--- src/rtl/epsm_pkg.sv ---
// shared types and constants of the encoder period speed meter
package epsm_pkg;

  // stream payload widths (fields packed from bit 0, padded to whole bytes)
  localparam int IN_DATA_W  = 56;
  localparam int OUT_DATA_W = 104;

  // configuration port
  localparam int CFG_IDX_W  = 2;
  localparam int CFG_DATA_W = 20;

  typedef enum logic [CFG_IDX_W-1:0] {
    REG_TIMEOUT = 2'd0,
    REG_PPR     = 2'd1,
    REG_RADIUS  = 2'd2
  } epsm_reg_t;

  localparam int TIMEOUT_W = 20;
  localparam int PPR_W     = 20;
  localparam int RADIUS_W  = 12;

  localparam logic [TIMEOUT_W-1:0] TIMEOUT_RST = 20'd10000;
  localparam logic [PPR_W-1:0]     PPR_RST     = 20'd45174;
  localparam logic [RADIUS_W-1:0]  RADIUS_RST  = 12'd40;

  // period and divider widths
  localparam int PERIOD_W = 32;
  localparam int DEN_W    = PERIOD_W + PPR_W;
  localparam int NUM_W    = DEN_W + 1;
  localparam int QUOT_W   = 31;
  localparam int CNT_W    = 5;
  localparam int SPEED_W  = 32;

  // numerators: 1e8 * 2^16, and pi * 2^30 * 1e8 shifted for angular and linear
  localparam logic [63:0]      PI_E8   = 64'd3373259426 * 64'd100000000;
  localparam logic [NUM_W-1:0] RPS_NUM = NUM_W'(64'd100000000 << 16);
  localparam logic [NUM_W-1:0] ANG_NUM = NUM_W'(PI_E8 >> 13);
  localparam logic [NUM_W-1:0] VEL_NUM = NUM_W'(PI_E8 >> 21);

  typedef enum logic [2:0] {
    ST_IDLE,
    ST_ELAPSED,
    ST_CHECK,
    ST_MUL,
    ST_DIV_LOAD,
    ST_DIV_RUN,
    ST_OUT_STOP,
    ST_OUT_SPEED
  } epsm_state_t;

  // commands from controller to datapath
  typedef struct packed {
    logic load_item;
    logic load_elapsed;
    logic write_edge;
    logic load_period;
    logic load_operands;
    logic div_start;
    logic load_result;
    logic result_stopped;
  } epsm_cmd_t;

  // status from datapath to controller
  typedef struct packed {
    logic chan_ok;
    logic is_sample;
    logic timed_out;
    logic div_busy;
  } epsm_stat_t;

endpackage

--- src/rtl/epsm_div.sv ---
// iterative restoring divider, rounded and saturated 31-bit quotient
module epsm_div (
  input  logic                       clk,
  input  logic                       rst,
  input  logic                       start,
  input  logic [epsm_pkg::NUM_W-1:0] num,
  input  logic [epsm_pkg::DEN_W-1:0] den,
  output logic                       busy,
  output logic [epsm_pkg::QUOT_W-1:0] mag
);
  import epsm_pkg::*;

  localparam int REM_W = DEN_W + 1;

  logic [NUM_W-1:0]  num_rnd;
  logic              sat_next;
  logic [REM_W-1:0]  rem_sh;
  logic              fits;
  logic [REM_W-1:0]  rem;
  logic [QUOT_W-1:0] low;
  logic [QUOT_W-1:0] quo;
  logic [CNT_W-1:0]  cnt;
  logic              sat;

  // round half up, saturate when the quotient would not fit in 31 bits
  assign num_rnd  = num + NUM_W'(den >> 1);
  assign sat_next = (den == '0) || (DEN_W'(num_rnd >> QUOT_W) >= den);

  // one quotient bit per step
  assign rem_sh = {rem[REM_W-2:0], low[QUOT_W-1]};
  assign fits   = rem_sh >= REM_W'(den);

  // control
  always_ff @(posedge clk) begin
    if (rst) begin
      busy <= 1'b0;
      cnt  <= '0;
    end else if (start) begin
      busy <= 1'b1;
      cnt  <= CNT_W'(QUOT_W);
    end else if (busy) begin
      cnt <= cnt - 1'b1;
      if (cnt == CNT_W'(1)) begin
        busy <= 1'b0;
      end
    end
  end

  // remainder and quotient
  always_ff @(posedge clk) begin
    if (start) begin
      rem <= REM_W'(num_rnd >> QUOT_W);
      low <= num_rnd[QUOT_W-1:0];
      quo <= '0;
      sat <= sat_next;
    end else if (busy) begin
      rem <= fits ? (rem_sh - REM_W'(den)) : rem_sh;
      low <= {low[QUOT_W-2:0], 1'b0};
      quo <= {quo[QUOT_W-2:0], fits};
    end
  end

  assign mag = sat ? '1 : quo;

endmodule

--- src/rtl/epsm_datapath.sv ---
// channel state, configuration registers, period, multiply and divide datapath
module epsm_datapath #(
  parameter int NUM_CHANNELS = 2,
  parameter int TIME_BITS    = 48
) (
  input  logic                            clk,
  input  logic                            rst,
  input  epsm_pkg::epsm_cmd_t             cmd,
  output epsm_pkg::epsm_stat_t            stat,
  input  logic                            in_kind,
  input  logic                            in_channel,
  input  logic [47:0]                     in_time_us,
  input  logic                            in_direction_level,
  input  logic                            cfg_write,
  input  logic [epsm_pkg::CFG_IDX_W-1:0]  cfg_index,
  input  logic [epsm_pkg::CFG_DATA_W-1:0] cfg_data,
  output logic                            out_channel,
  output logic [epsm_pkg::SPEED_W-1:0]    revs_per_sec,
  output logic [epsm_pkg::SPEED_W-1:0]    angular_velocity,
  output logic [epsm_pkg::SPEED_W-1:0]    linear_velocity,
  output logic                            stopped
);
  import epsm_pkg::*;

  localparam int CH_W = (NUM_CHANNELS > 1) ? $clog2(NUM_CHANNELS) : 1;

  logic [TIMEOUT_W-1:0] timeout_us;
  logic [PPR_W-1:0]     pulses_per_rev_x100;
  logic [RADIUS_W-1:0]  radius_mm;

  logic                 item_kind;
  logic                 item_ch;
  logic [TIME_BITS-1:0] item_time;
  logic                 item_dir;

  logic [TIME_BITS-1:0] last_edge_time [NUM_CHANNELS];
  logic [PERIOD_W-1:0]  edge_period    [NUM_CHANNELS];
  logic                 reverse_flag   [NUM_CHANNELS];

  logic [CH_W-1:0]      ch_idx;
  logic [TIME_BITS-1:0] elapsed;
  logic [PERIOD_W-1:0]  period_sat;
  logic [PERIOD_W-1:0]  period;
  logic [DEN_W-1:0]     den_prod;
  logic [DEN_W-1:0]     den;
  logic [NUM_W-1:0]     vel_prod;
  logic [NUM_W-1:0]     vel_num;
  logic                 neg;

  logic                 rps_busy;
  logic                 ang_busy;
  logic                 vel_busy;
  logic [QUOT_W-1:0]    rps_mag;
  logic [QUOT_W-1:0]    ang_mag;
  logic [QUOT_W-1:0]    vel_mag;

  // configuration registers
  always_ff @(posedge clk) begin
    if (rst) begin
      timeout_us          <= TIMEOUT_RST;
      pulses_per_rev_x100 <= PPR_RST;
      radius_mm           <= RADIUS_RST;
    end else if (cfg_write) begin
      unique case (cfg_index)
        REG_TIMEOUT: timeout_us          <= cfg_data[TIMEOUT_W-1:0];
        REG_PPR:     pulses_per_rev_x100 <= cfg_data[PPR_W-1:0];
        REG_RADIUS:  radius_mm           <= cfg_data[RADIUS_W-1:0];
        default: ;
      endcase
    end
  end

  // captured item
  always_ff @(posedge clk) begin
    if (cmd.load_item) begin
      item_kind <= in_kind;
      item_ch   <= in_channel;
      item_time <= TIME_BITS'(in_time_us);
      item_dir  <= in_direction_level;
    end
  end

  assign ch_idx = CH_W'(item_ch);

  // time since the channel's last edge, wrapping
  always_ff @(posedge clk) begin
    if (cmd.load_elapsed) begin
      elapsed <= item_time - last_edge_time[ch_idx];
    end
  end

  // per-channel edge state
  assign period_sat = ((elapsed >> 32) != '0) ? '1 : elapsed[PERIOD_W-1:0];

  always_ff @(posedge clk) begin
    if (rst) begin
      for (int i = 0; i < NUM_CHANNELS; i++) begin
        last_edge_time[i] <= '0;
        edge_period[i]    <= '0;
        reverse_flag[i]   <= 1'b0;
      end
    end else if (cmd.write_edge) begin
      last_edge_time[ch_idx] <= item_time;
      edge_period[ch_idx]    <= period_sat;
      reverse_flag[ch_idx]   <= item_dir;
    end
  end

  // status
  assign stat.chan_ok   = {31'b0, item_ch} < NUM_CHANNELS;
  assign stat.is_sample = item_kind;
  assign stat.timed_out = elapsed >= TIME_BITS'(timeout_us);
  assign stat.div_busy  = rps_busy | ang_busy | vel_busy;

  // effective period: stored period or the longer open interval
  always_ff @(posedge clk) begin
    if (cmd.load_period) begin
      period <= (elapsed > TIME_BITS'(edge_period[ch_idx])) ?
                elapsed[PERIOD_W-1:0] : edge_period[ch_idx];
    end
  end

  // denominator and linear numerator
  assign den_prod = period * pulses_per_rev_x100;
  assign vel_prod = VEL_NUM * radius_mm;

  always_ff @(posedge clk) begin
    if (cmd.load_operands) begin
      den     <= den_prod;
      vel_num <= vel_prod;
      neg     <= reverse_flag[ch_idx];
    end
  end

  // one divider per output, sharing the denominator
  epsm_div u_div_rps (
    .clk   (clk),
    .rst   (rst),
    .start (cmd.div_start),
    .num   (RPS_NUM),
    .den   (den),
    .busy  (rps_busy),
    .mag   (rps_mag)
  );

  epsm_div u_div_ang (
    .clk   (clk),
    .rst   (rst),
    .start (cmd.div_start),
    .num   (ANG_NUM),
    .den   (den),
    .busy  (ang_busy),
    .mag   (ang_mag)
  );

  epsm_div u_div_vel (
    .clk   (clk),
    .rst   (rst),
    .start (cmd.div_start),
    .num   (vel_num),
    .den   (den),
    .busy  (vel_busy),
    .mag   (vel_mag)
  );

  // result register
  always_ff @(posedge clk) begin
    if (cmd.load_result) begin
      out_channel <= item_ch;
      stopped     <= cmd.result_stopped;
      if (cmd.result_stopped) begin
        revs_per_sec     <= '0;
        angular_velocity <= '0;
        linear_velocity  <= '0;
      end else begin
        revs_per_sec     <= neg ? (SPEED_W'(0) - {1'b0, rps_mag}) : {1'b0, rps_mag};
        angular_velocity <= neg ? (SPEED_W'(0) - {1'b0, ang_mag}) : {1'b0, ang_mag};
        linear_velocity  <= neg ? (SPEED_W'(0) - {1'b0, vel_mag}) : {1'b0, vel_mag};
      end
    end
  end

endmodule

--- src/rtl/epsm_ctrl.sv ---
// sequencing state machine and result valid flag
module epsm_ctrl (
  input  logic                 clk,
  input  logic                 rst,
  input  logic                 in_valid,
  output logic                 in_ready,
  output logic                 out_valid,
  input  logic                 out_ready,
  input  epsm_pkg::epsm_stat_t stat,
  output epsm_pkg::epsm_cmd_t  cmd
);
  import epsm_pkg::*;

  epsm_state_t state;
  epsm_state_t state_next;
  logic        slot_free;

  assign slot_free = !out_valid || out_ready;

  // state register
  always_ff @(posedge clk) begin
    if (rst) begin
      state <= ST_IDLE;
    end else begin
      state <= state_next;
    end
  end

  // next state
  always_comb begin
    state_next = state;
    unique case (state) inside
      ST_IDLE: begin
        if (in_valid) state_next = ST_ELAPSED;
      end
      ST_ELAPSED: state_next = ST_CHECK;
      ST_CHECK: begin
        if (!stat.chan_ok || !stat.is_sample) begin
          state_next = ST_IDLE;
        end else if (stat.timed_out) begin
          state_next = ST_OUT_STOP;
        end else begin
          state_next = ST_MUL;
        end
      end
      ST_MUL:      state_next = ST_DIV_LOAD;
      ST_DIV_LOAD: state_next = ST_DIV_RUN;
      ST_DIV_RUN: begin
        if (!stat.div_busy) state_next = ST_OUT_SPEED;
      end
      ST_OUT_STOP, ST_OUT_SPEED: begin
        if (slot_free) state_next = ST_IDLE;
      end
      default: state_next = ST_IDLE;
    endcase
  end

  // outputs
  always_comb begin
    cmd      = '0;
    in_ready = 1'b0;
    unique case (state)
      ST_IDLE: begin
        in_ready      = 1'b1;
        cmd.load_item = in_valid;
      end
      ST_ELAPSED: cmd.load_elapsed = 1'b1;
      ST_CHECK: begin
        cmd.write_edge  = stat.chan_ok && !stat.is_sample;
        cmd.load_period = 1'b1;
      end
      ST_MUL:      cmd.load_operands = 1'b1;
      ST_DIV_LOAD: cmd.div_start     = 1'b1;
      ST_DIV_RUN:  ;
      ST_OUT_STOP: begin
        cmd.load_result    = slot_free;
        cmd.result_stopped = 1'b1;
      end
      ST_OUT_SPEED: cmd.load_result = slot_free;
      default: ;
    endcase
  end

  // result valid flag
  always_ff @(posedge clk) begin
    if (rst) begin
      out_valid <= 1'b0;
    end else if (cmd.load_result) begin
      out_valid <= 1'b1;
    end else if (out_ready) begin
      out_valid <= 1'b0;
    end
  end

endmodule

--- src/rtl/encoder_period_speed_meter_top.sv ---
// Encoder period speed meter: an edge item (tuser 0) records the period since the
// channel's previous edge, the edge time and the direction; a sample item (tuser 1)
// returns one result with revolutions per second and radians per second in Q16.16
// and millimetres per second in Q24.8, saturated at +/-0x7FFFFFFF, or zeros with
// the stopped flag when no edge came within timeout_us. A measured sample is
// divided by the three 31-step shift-subtract dividers that run side by side.
// One item is in work at a time; a finished result waits in the output
// register while the next item is taken. Configuration writes are always
// accepted and must be made while the block is idle.
module encoder_period_speed_meter_top #(
  parameter int NUM_CHANNELS = 2,
  parameter int TIME_BITS    = 48
) (
  input  logic                             clk,
  input  logic                             rst,
  input  logic                             s_axis_tvalid,
  output logic                             s_axis_tready,
  // channel [0], time_us [48:1], direction_level [49], zero [55:50]
  input  logic [epsm_pkg::IN_DATA_W-1:0]   s_axis_tdata,
  // kind [0]
  input  logic                             s_axis_tuser,
  output logic                             m_axis_tvalid,
  input  logic                             m_axis_tready,
  // out_channel [0], revs_per_sec [32:1], angular_velocity [64:33],
  // linear_velocity [96:65], zero [103:97]
  output logic [epsm_pkg::OUT_DATA_W-1:0]  m_axis_tdata,
  // stopped [0]
  output logic                             m_axis_tuser,
  input  logic                             cfg_valid,
  output logic                             cfg_ready,
  input  logic [epsm_pkg::CFG_IDX_W-1:0]   cfg_index,
  input  logic [epsm_pkg::CFG_DATA_W-1:0]  cfg_data
);
  import epsm_pkg::*;

  epsm_cmd_t            cmd;
  epsm_stat_t           stat;
  logic                 out_channel;
  logic [SPEED_W-1:0]   revs_per_sec;
  logic [SPEED_W-1:0]   angular_velocity;
  logic [SPEED_W-1:0]   linear_velocity;
  logic                 stopped;

  assign cfg_ready = 1'b1;

  // controller
  epsm_ctrl u_ctrl (
    .clk       (clk),
    .rst       (rst),
    .in_valid  (s_axis_tvalid),
    .in_ready  (s_axis_tready),
    .out_valid (m_axis_tvalid),
    .out_ready (m_axis_tready),
    .stat      (stat),
    .cmd       (cmd)
  );

  // datapath
  epsm_datapath #(
    .NUM_CHANNELS (NUM_CHANNELS),
    .TIME_BITS    (TIME_BITS)
  ) u_datapath (
    .clk                (clk),
    .rst                (rst),
    .cmd                (cmd),
    .stat               (stat),
    .in_kind            (s_axis_tuser),
    .in_channel         (s_axis_tdata[0]),
    .in_time_us         (s_axis_tdata[48:1]),
    .in_direction_level (s_axis_tdata[49]),
    .cfg_write          (cfg_valid),
    .cfg_index          (cfg_index),
    .cfg_data           (cfg_data),
    .out_channel        (out_channel),
    .revs_per_sec       (revs_per_sec),
    .angular_velocity   (angular_velocity),
    .linear_velocity    (linear_velocity),
    .stopped            (stopped)
  );

  // result packing
  assign m_axis_tdata = {7'b0, linear_velocity, angular_velocity, revs_per_sec, out_channel};
  assign m_axis_tuser = stopped;

endmodule
--- config.mk ---
export PLATFORM = sky130hd
export DESIGN_NAME = encoder_period_speed_meter_top
export DESIGN_NICKNAME = d
export VERILOG_FILES = /design/src/rtl/epsm_pkg.sv /design/src/rtl/epsm_div.sv /design/src/rtl/epsm_datapath.sv /design/src/rtl/epsm_ctrl.sv /design/src/rtl/encoder_period_speed_meter_top.sv
export SDC_FILE = /design/constraint.sdc
export NUM_CORES = 2
export LEC_CHECK = 0
export BUFFER_PORTS_ARGS = -buffer_cell sky130_fd_sc_hd__clkbuf_2
export CORE_UTILIZATION = 40
export CTS_BUF_LIST = sky130_fd_sc_hd__clkbuf_2
export CTS_CLUSTER_SIZE = 40
export DETAILED_ROUTE_END_ITERATION = 7
export PLACE_DENSITY_LB_ADDON = 0.3
export RECOVER_POWER = 25
export REMOVE_ABC_BUFFERS = 1
export SLEW_MARGIN = 10
export SYNTH_ARGS = -nofsm -noshare
export SYNTH_HDL_FRONTEND = slang
export SYNTH_SLANG_ARGS = --single-unit
--- constraint.sdc ---
create_clock -name clk -period 20.9 [get_ports clk]
set_input_delay 3.135 -clock clk [delete_from_list [all_inputs] [get_ports clk]]
set_output_delay 3.135 -clock clk [all_outputs]
set_load 0.05 [all_outputs]
== Word level (Yosys, flattened, before mapping) ==
Memory sizes are Yosys's and may differ from the RTL's. A register that Yosys moved wholly into a read port is not among the register bits.
Cells that the tools add are included.

* Bits in writable memories: 162
* Bits in registers: 750
* Output and inout bits: 108
* Memories kept: 3

{| class="wikitable"
|+ Memories
! name !! words !! width !! read ports !! clocked after Yosys merged registers in !! write ports !! RTL line !! text
|-
| u_datapath.last_edge_time || 2 || 48 || 1 || 1 || 2 || epsm_datapath.sv:36 || <nowiki>logic [TIME_BITS-1:0] last_edge_time [NUM_CHANNELS];</nowiki>
|-
| u_datapath.edge_period || 2 || 32 || 1 || 1 || 2 || epsm_datapath.sv:37 || <nowiki>logic [PERIOD_W-1:0] edge_period [NUM_CHANNELS];</nowiki>
|-
| u_datapath.reverse_flag || 2 || 1 || 1 || 1 || 2 || epsm_datapath.sv:38 || <nowiki>logic reverse_flag [NUM_CHANNELS];</nowiki>
|}

* Add/sub/neg operators: 13
* Multipliers: 2
* Reductions and logical operators: 23
* Mux-type cells: 70
* Equal/unequal tests: 15
* Bitwise operators: 3
* Order comparisons: 8

{| class="wikitable"
|+ Operator list
! cell !! number
|-
| $mux W31 || 12
|-
| $ge A53 B52 Y1 || 3
|-
| $ge A21 B52 Y1 || 3
|-
| $mux W52 || 3
|-
| $sub A52 B52 Y52 || 3
|-
| $mux W22 || 6
|-
| $mux W32 || 3
|-
| $sub A1 B31 Y32 const A || 3
|-
| $add A43 B51 Y52 const A || 1
|-
| $add A46 B51 Y52 const A || 1
|-
| $add A50 B51 Y52 || 1
|-
| $logic_not A52 Y1 || 1
|-
| $mul A32 B20 Y52 || 1
|-
| $mul A38 B12 Y50 const A || 1
|-
| $ge A48 B20 Y1 || 1
|-
| $gt A48 B32 Y1 || 1
|-
| $mux W48 || 1
|-
| $reduce_bool A48 Y1 || 1
|-
| $reduce_or A48 Y1 || 1
|-
| $sub A48 B48 Y48 || 1
|-
| $mux W1 || 32
|-
| $reduce_or A32 Y1 || 1
|-
| $mux W5 || 6
|-
| $pmux W3 S7 || 1
|-
| other kinds (22) || 46
|}

== Longest topological paths before layout ==
* Depth in word-level cells: 7
* Mapped depth: 27
* Gate-level depth less buffers: 26

== Hierarchy ==
From an unflattened synthesis, not the netlist that was laid out.

* Cell total of the unflattened synthesis: 9610
* Area total of the unflattened synthesis: 88907.8 µm²

{| class="wikitable"
|+ Modules (own cells, without submodules)
! module !! cells each !! instances !! area each (µm²) !! seq. area each (µm²)
|-
| epsm_datapath || 5112 || 1 || 52220.1 || 15895.2
|-
| epsm_div (u_datapath.u_div_rps ...) || 1475 || 2 || 12097.9 || 2962.8
|-
| epsm_div (u_datapath.u_div_ang) || 1498 || 1 || 12100.4 || 2962.8
|-
| epsm_ctrl || 39 || 1 || 316.6 || 80.1
|-
| encoder_period_speed_meter_top || 11 || 1 || 75.1 || 0.0
|}

== Worst setup path before layout ==
No wires, ideal clock.

* Kind: input to register
* Start: in m_axis_tready
* End: reg u_datapath.angular_velocity[0] in the netlist's numbering, enable pin
* Data arrival time: 7.608 ns
* Stages on the path: 2
* Required time: 20.334 ns
* Buffers on the path: 0
* Setup time: 0.566 ns
* Path slack: 12.726 ns
* Cells stage by stage: nand2b_1 nor2b_1

{| class="wikitable"
|+ RTL lines
! item !! RTL line !! text
|-
| start: declaration || encoder_period_speed_meter_top.sv:23 || <nowiki>input logic m_axis_tready,</nowiki>
|-
| end signal: assignment || epsm_datapath.sv:177 || <nowiki>angular_velocity <= neg ? (SPEED_W'(0) - {1'b0, ang_mag}) : {1'b0, ang_mag};</nowiki>
|-
| end: declaration || epsm_datapath.sv:19 || <nowiki>output logic [epsm_pkg::SPEED_W-1:0] angular_velocity,</nowiki>
|}

== Worst setup path after layout ==
* Start: reg u_ctrl.state[2]
* End: reg u_datapath.u_div_rps.low[25], data pin

* Cells in the longest elaborated chain, start to end: 3

{| class="wikitable"
|+ RTL lines
! item !! RTL line !! text
|-
| start: declaration || epsm_ctrl.sv:14 || <nowiki>epsm_state_t state;</nowiki>
|-
| start signal: assignment || epsm_ctrl.sv:25 || <nowiki>state <= state_next;</nowiki>
|-
| $eq A3 B3 Y1 || epsm_ctrl.sv:62 || <nowiki>unique case (state)</nowiki>
|-
| $mux W1 || epsm_ctrl.sv:62 ||
|-
| $mux W31 || epsm_div.sv:51 || <nowiki>if (start) begin</nowiki>
|-
| end signal: assignment || epsm_div.sv:53 || <nowiki>low <= num_rnd[QUOT_W-1:0];</nowiki>
|-
| end signal: assignment || epsm_div.sv:58 || <nowiki>low <= {low[QUOT_W-2:0], 1'b0};</nowiki>
|-
| end: declaration || epsm_div.sv:20 || <nowiki>logic [QUOT_W-1:0] low;</nowiki>
|}

Every way passes these cells.
A chain may end at the register's enable or synchronous reset.

==> reports/metrics.yaml <==
drc: 0
fmaxAchievable_mhz: 119
avgViaCountPerCell: 5.51
cts_buffers: 276
ctsHoldBuffers: 0
synth_area_sq_mm: 0.0827
io_buffers: 177
cpLargestDelayFamily: "buffers and inverters"
routed_wl_um: 236000
min-delay-start: "u_datapath.u_div_rps.low[28]$_DFFE_PP_"
p_leak_nw: 40.1
timing.slew.headroom_pct: -330
overflow: 0
worstPathArrival_ns: 9.68
synthTopCellsByArea: "edfxtp_1, fa_1, ha_1"
fin_nets: 10400
yosysTopAreaCellShare_pct: 23.8
areaGrowthSynthToFinish_pct: 6.71
hp-class: "reg2reg"
crit_path_cell_trace: "inv_1, or3_1, clkbuf_1, buf_4, o21ai_0"
start_kind: "register"
finClkSkew_ns: 0.158
ctsHtreeMaxLevel: 5
crit_slowest_cell: "clkbuf_1"
peakVddDrop_mv: 0.181
crit_required_ns: 22.18
track_usage_pct: 22.4
syn-instance-count: 8908
timing.final.crit_period_ns: 8.40
post-cts-setup-buffers: 0
r2r_setup_slack_ns: 12.50
cpPeakStageDelay_ns: 4.47
ys_dominant_reg_cell: "edfxtp_1"
wire_per_inst_um: 19.9
hold_viol_final: 0
ys_warn_count: 0
synth_seq_cells: 914
initial_core_util_pct: 40.4
setup_viol: 0
violations: "max-capacitance violations, max-slew violations"
die_x_um: 457
dp_hpwl_um: 172000
final-max-slew-violation-count: 688
drtIter0Drc: 4831
worstSetupPathType: "reg2reg"
num_rows: 166
clk_pin_slew_ns: 0.09
maxCapViolations: 13
grt_pass1_vias: 65500
critPathCaptureType: "register"
final.setup.tns_ns: 0
via_count: 65400
core_sq_mm: 0.205
cts_num_sinks: 914
cts_resized: 0
reg2reg_from: "u_ctrl.state[2]$_SDFFE_PP0P_"
avgSynthCellArea_sq_um: 9.29
yosysSeqAreaShare_pct: 30.1
dr.pass1.iters: 6
antenna_found_initial: 7
gp_congestion: 0.945
finalCritPeriodShare_pct: 40.2
layout_commonest_cell: "inv_1"
die_h_um: 457
io-pin-count: 192
grt_max_degree: 163
tightest_slew_ns: 6.45
clk_path_buf_depth: 4
yosysUniqueCellTypes: 82
rsz0062_at_grt: "no"
clock-root-buffer: "clkbuf_2"
critPathMaxFanout: 162
grt_pass1_wl_um: 369000
drive_gt1_share_pct: 8.23
postRouteAntennaNets: 0
critPathBufInv: 3
layout_common_cells: "inv_1, nand2_1, ha_1"
crit_path_start: "u_ctrl.state[2]$_SDFFE_PP0P_"
p_total_mw: 12.1
synth_enable_flop_cells: 656
status: "finished with violations"
cts_tree: "done"
clk_latency_ns: 1.74
synth_top_cell_by_area: "edfxtp_1"
dieArea_sq_mm: 0.209
async_reset_ff_share_pct: 0
power_density_mw_per_mm2: 137
## power breakdown
group	leakage (nW)	switching, mW	internal [mW]
Combinational	29.9	4.85	3.17
Sequential	8.32	0.253	2.44
Clock	1.87	0.815	0.564
Total	40.1	5.92	6.17
## flip-flops by register name, summed over array words and instances, names as in the netlist, 32 cells and up, named ones only
name                         cells
u_datapath.linear_velocity      32
u_datapath.den                  52
u_datapath.vel_num              50
u_datapath.u_div_vel.rem        52
u_datapath.last_edge_time       96
u_datapath.revs_per_sec         32
u_datapath.elapsed              48
u_datapath.u_div_ang.rem        52
u_datapath.angular_velocity     32
u_datapath.period               32
u_datapath.u_div_rps.rem        52
u_datapath.edge_period          64
u_datapath.item_time            48
## cells by family (layout without fill, tap and decap cells)
logic type	count (synthesis)	in the layout	synth area share, %
buffers and inverters	1392	1649	6.36
xor gates and xnor gates	421	421	4.46
AOI/OAI and AO/OA	1848	1848	14.0
DFF	914	914	30.1
adders and majority gates	1334	1334	26.1
other	2	14	0.00908
muxes	287	287	3.50
and+or+nand+nor	2710	2710	15.6
## worst paths after layout
kind                                                               end  depth (start not counted)
worst min register to register  u_datapath.u_div_rps.low[29]$_DFFE_PP_                          2
worst min-delay path            u_datapath.u_div_rps.low[29]$_DFFE_PP_                          2
worst max register to register  u_datapath.u_div_rps.low[25]$_DFFE_PP_                          5
worst max-delay path            u_datapath.u_div_rps.low[25]$_DFFE_PP_                          5
## area by class of cell
type	count	area [sq um]
antenna	6	15.0
clock buffer	392	1960
clock inverter	73	430
fill	20000	117000
inverter	926	3480
multi-input combinational	6608	52700
sequential	914	24900
tap	2688	3360
timing repair buffer	258	1440
## synth_stat cells, drive strengths merged (28+ instances only)
cell / n
inv: 922
nand2: 916
ha: 684
nor2: 673
edfxtp: 656
fa: 650
a21oi: 567
clkbuf: 431
o21ai: 426
and2: 384
xnor2: 315
mux2i: 268
dfxtp: 258
a21o: 247
nor3: 116
nand3: 110
xor2: 106
and3: 105
nand4: 104
a31oi: 87
a211oi: 84
nor2b: 70
o21a: 64
o21bai: 61
nand2b: 57
o211ai: 46
o31ai: 40
nor4: 37
buf: 35
or3: 33
a21boi: 28
## worst register-to-register path, stage by stage, from the launching register on
cell and delay [ns]:
dfxtp_1 0.40, inv_1 0.19, or3_1 1.34, clkbuf_1 4.51, buf_4 1.34, o21ai_0 0.31
## metal layers
metal | GRT usage, % | vias to the layer above | share of wire [%]
met3 | 4.03 | 558 | 6.8
met5 | 0 | - | 0.0055
met4 | 9.96 | 2 | 4.5
met2 | 36.7 | 2313 | 46
met1 | 28.8 | 31700 | 43
li1 | - | 30900 | -
## stage by stage
step | utilization [%] | setup slack [ns] | cells | hold slack (ns) | instance area, sq um
after floorplan | - | 8.13 | 8448 | 0.430 | 81000
after detailed placement | 41.9 | 12.82 | 11400 | 0.447 | 86000
after CTS | 43.1 | 12.76 | 11900 | 0.424 | 88400
after global placement | 41.9 | 12.87 | 11400 | 0.443 | 86000
final | 43.1 | 12.50 | 11900 | 0.422 | 88300
after global routing | 43.1 | 11.78 | 11900 | 0.449 | 88300
(Power assumes the default switching activity.)
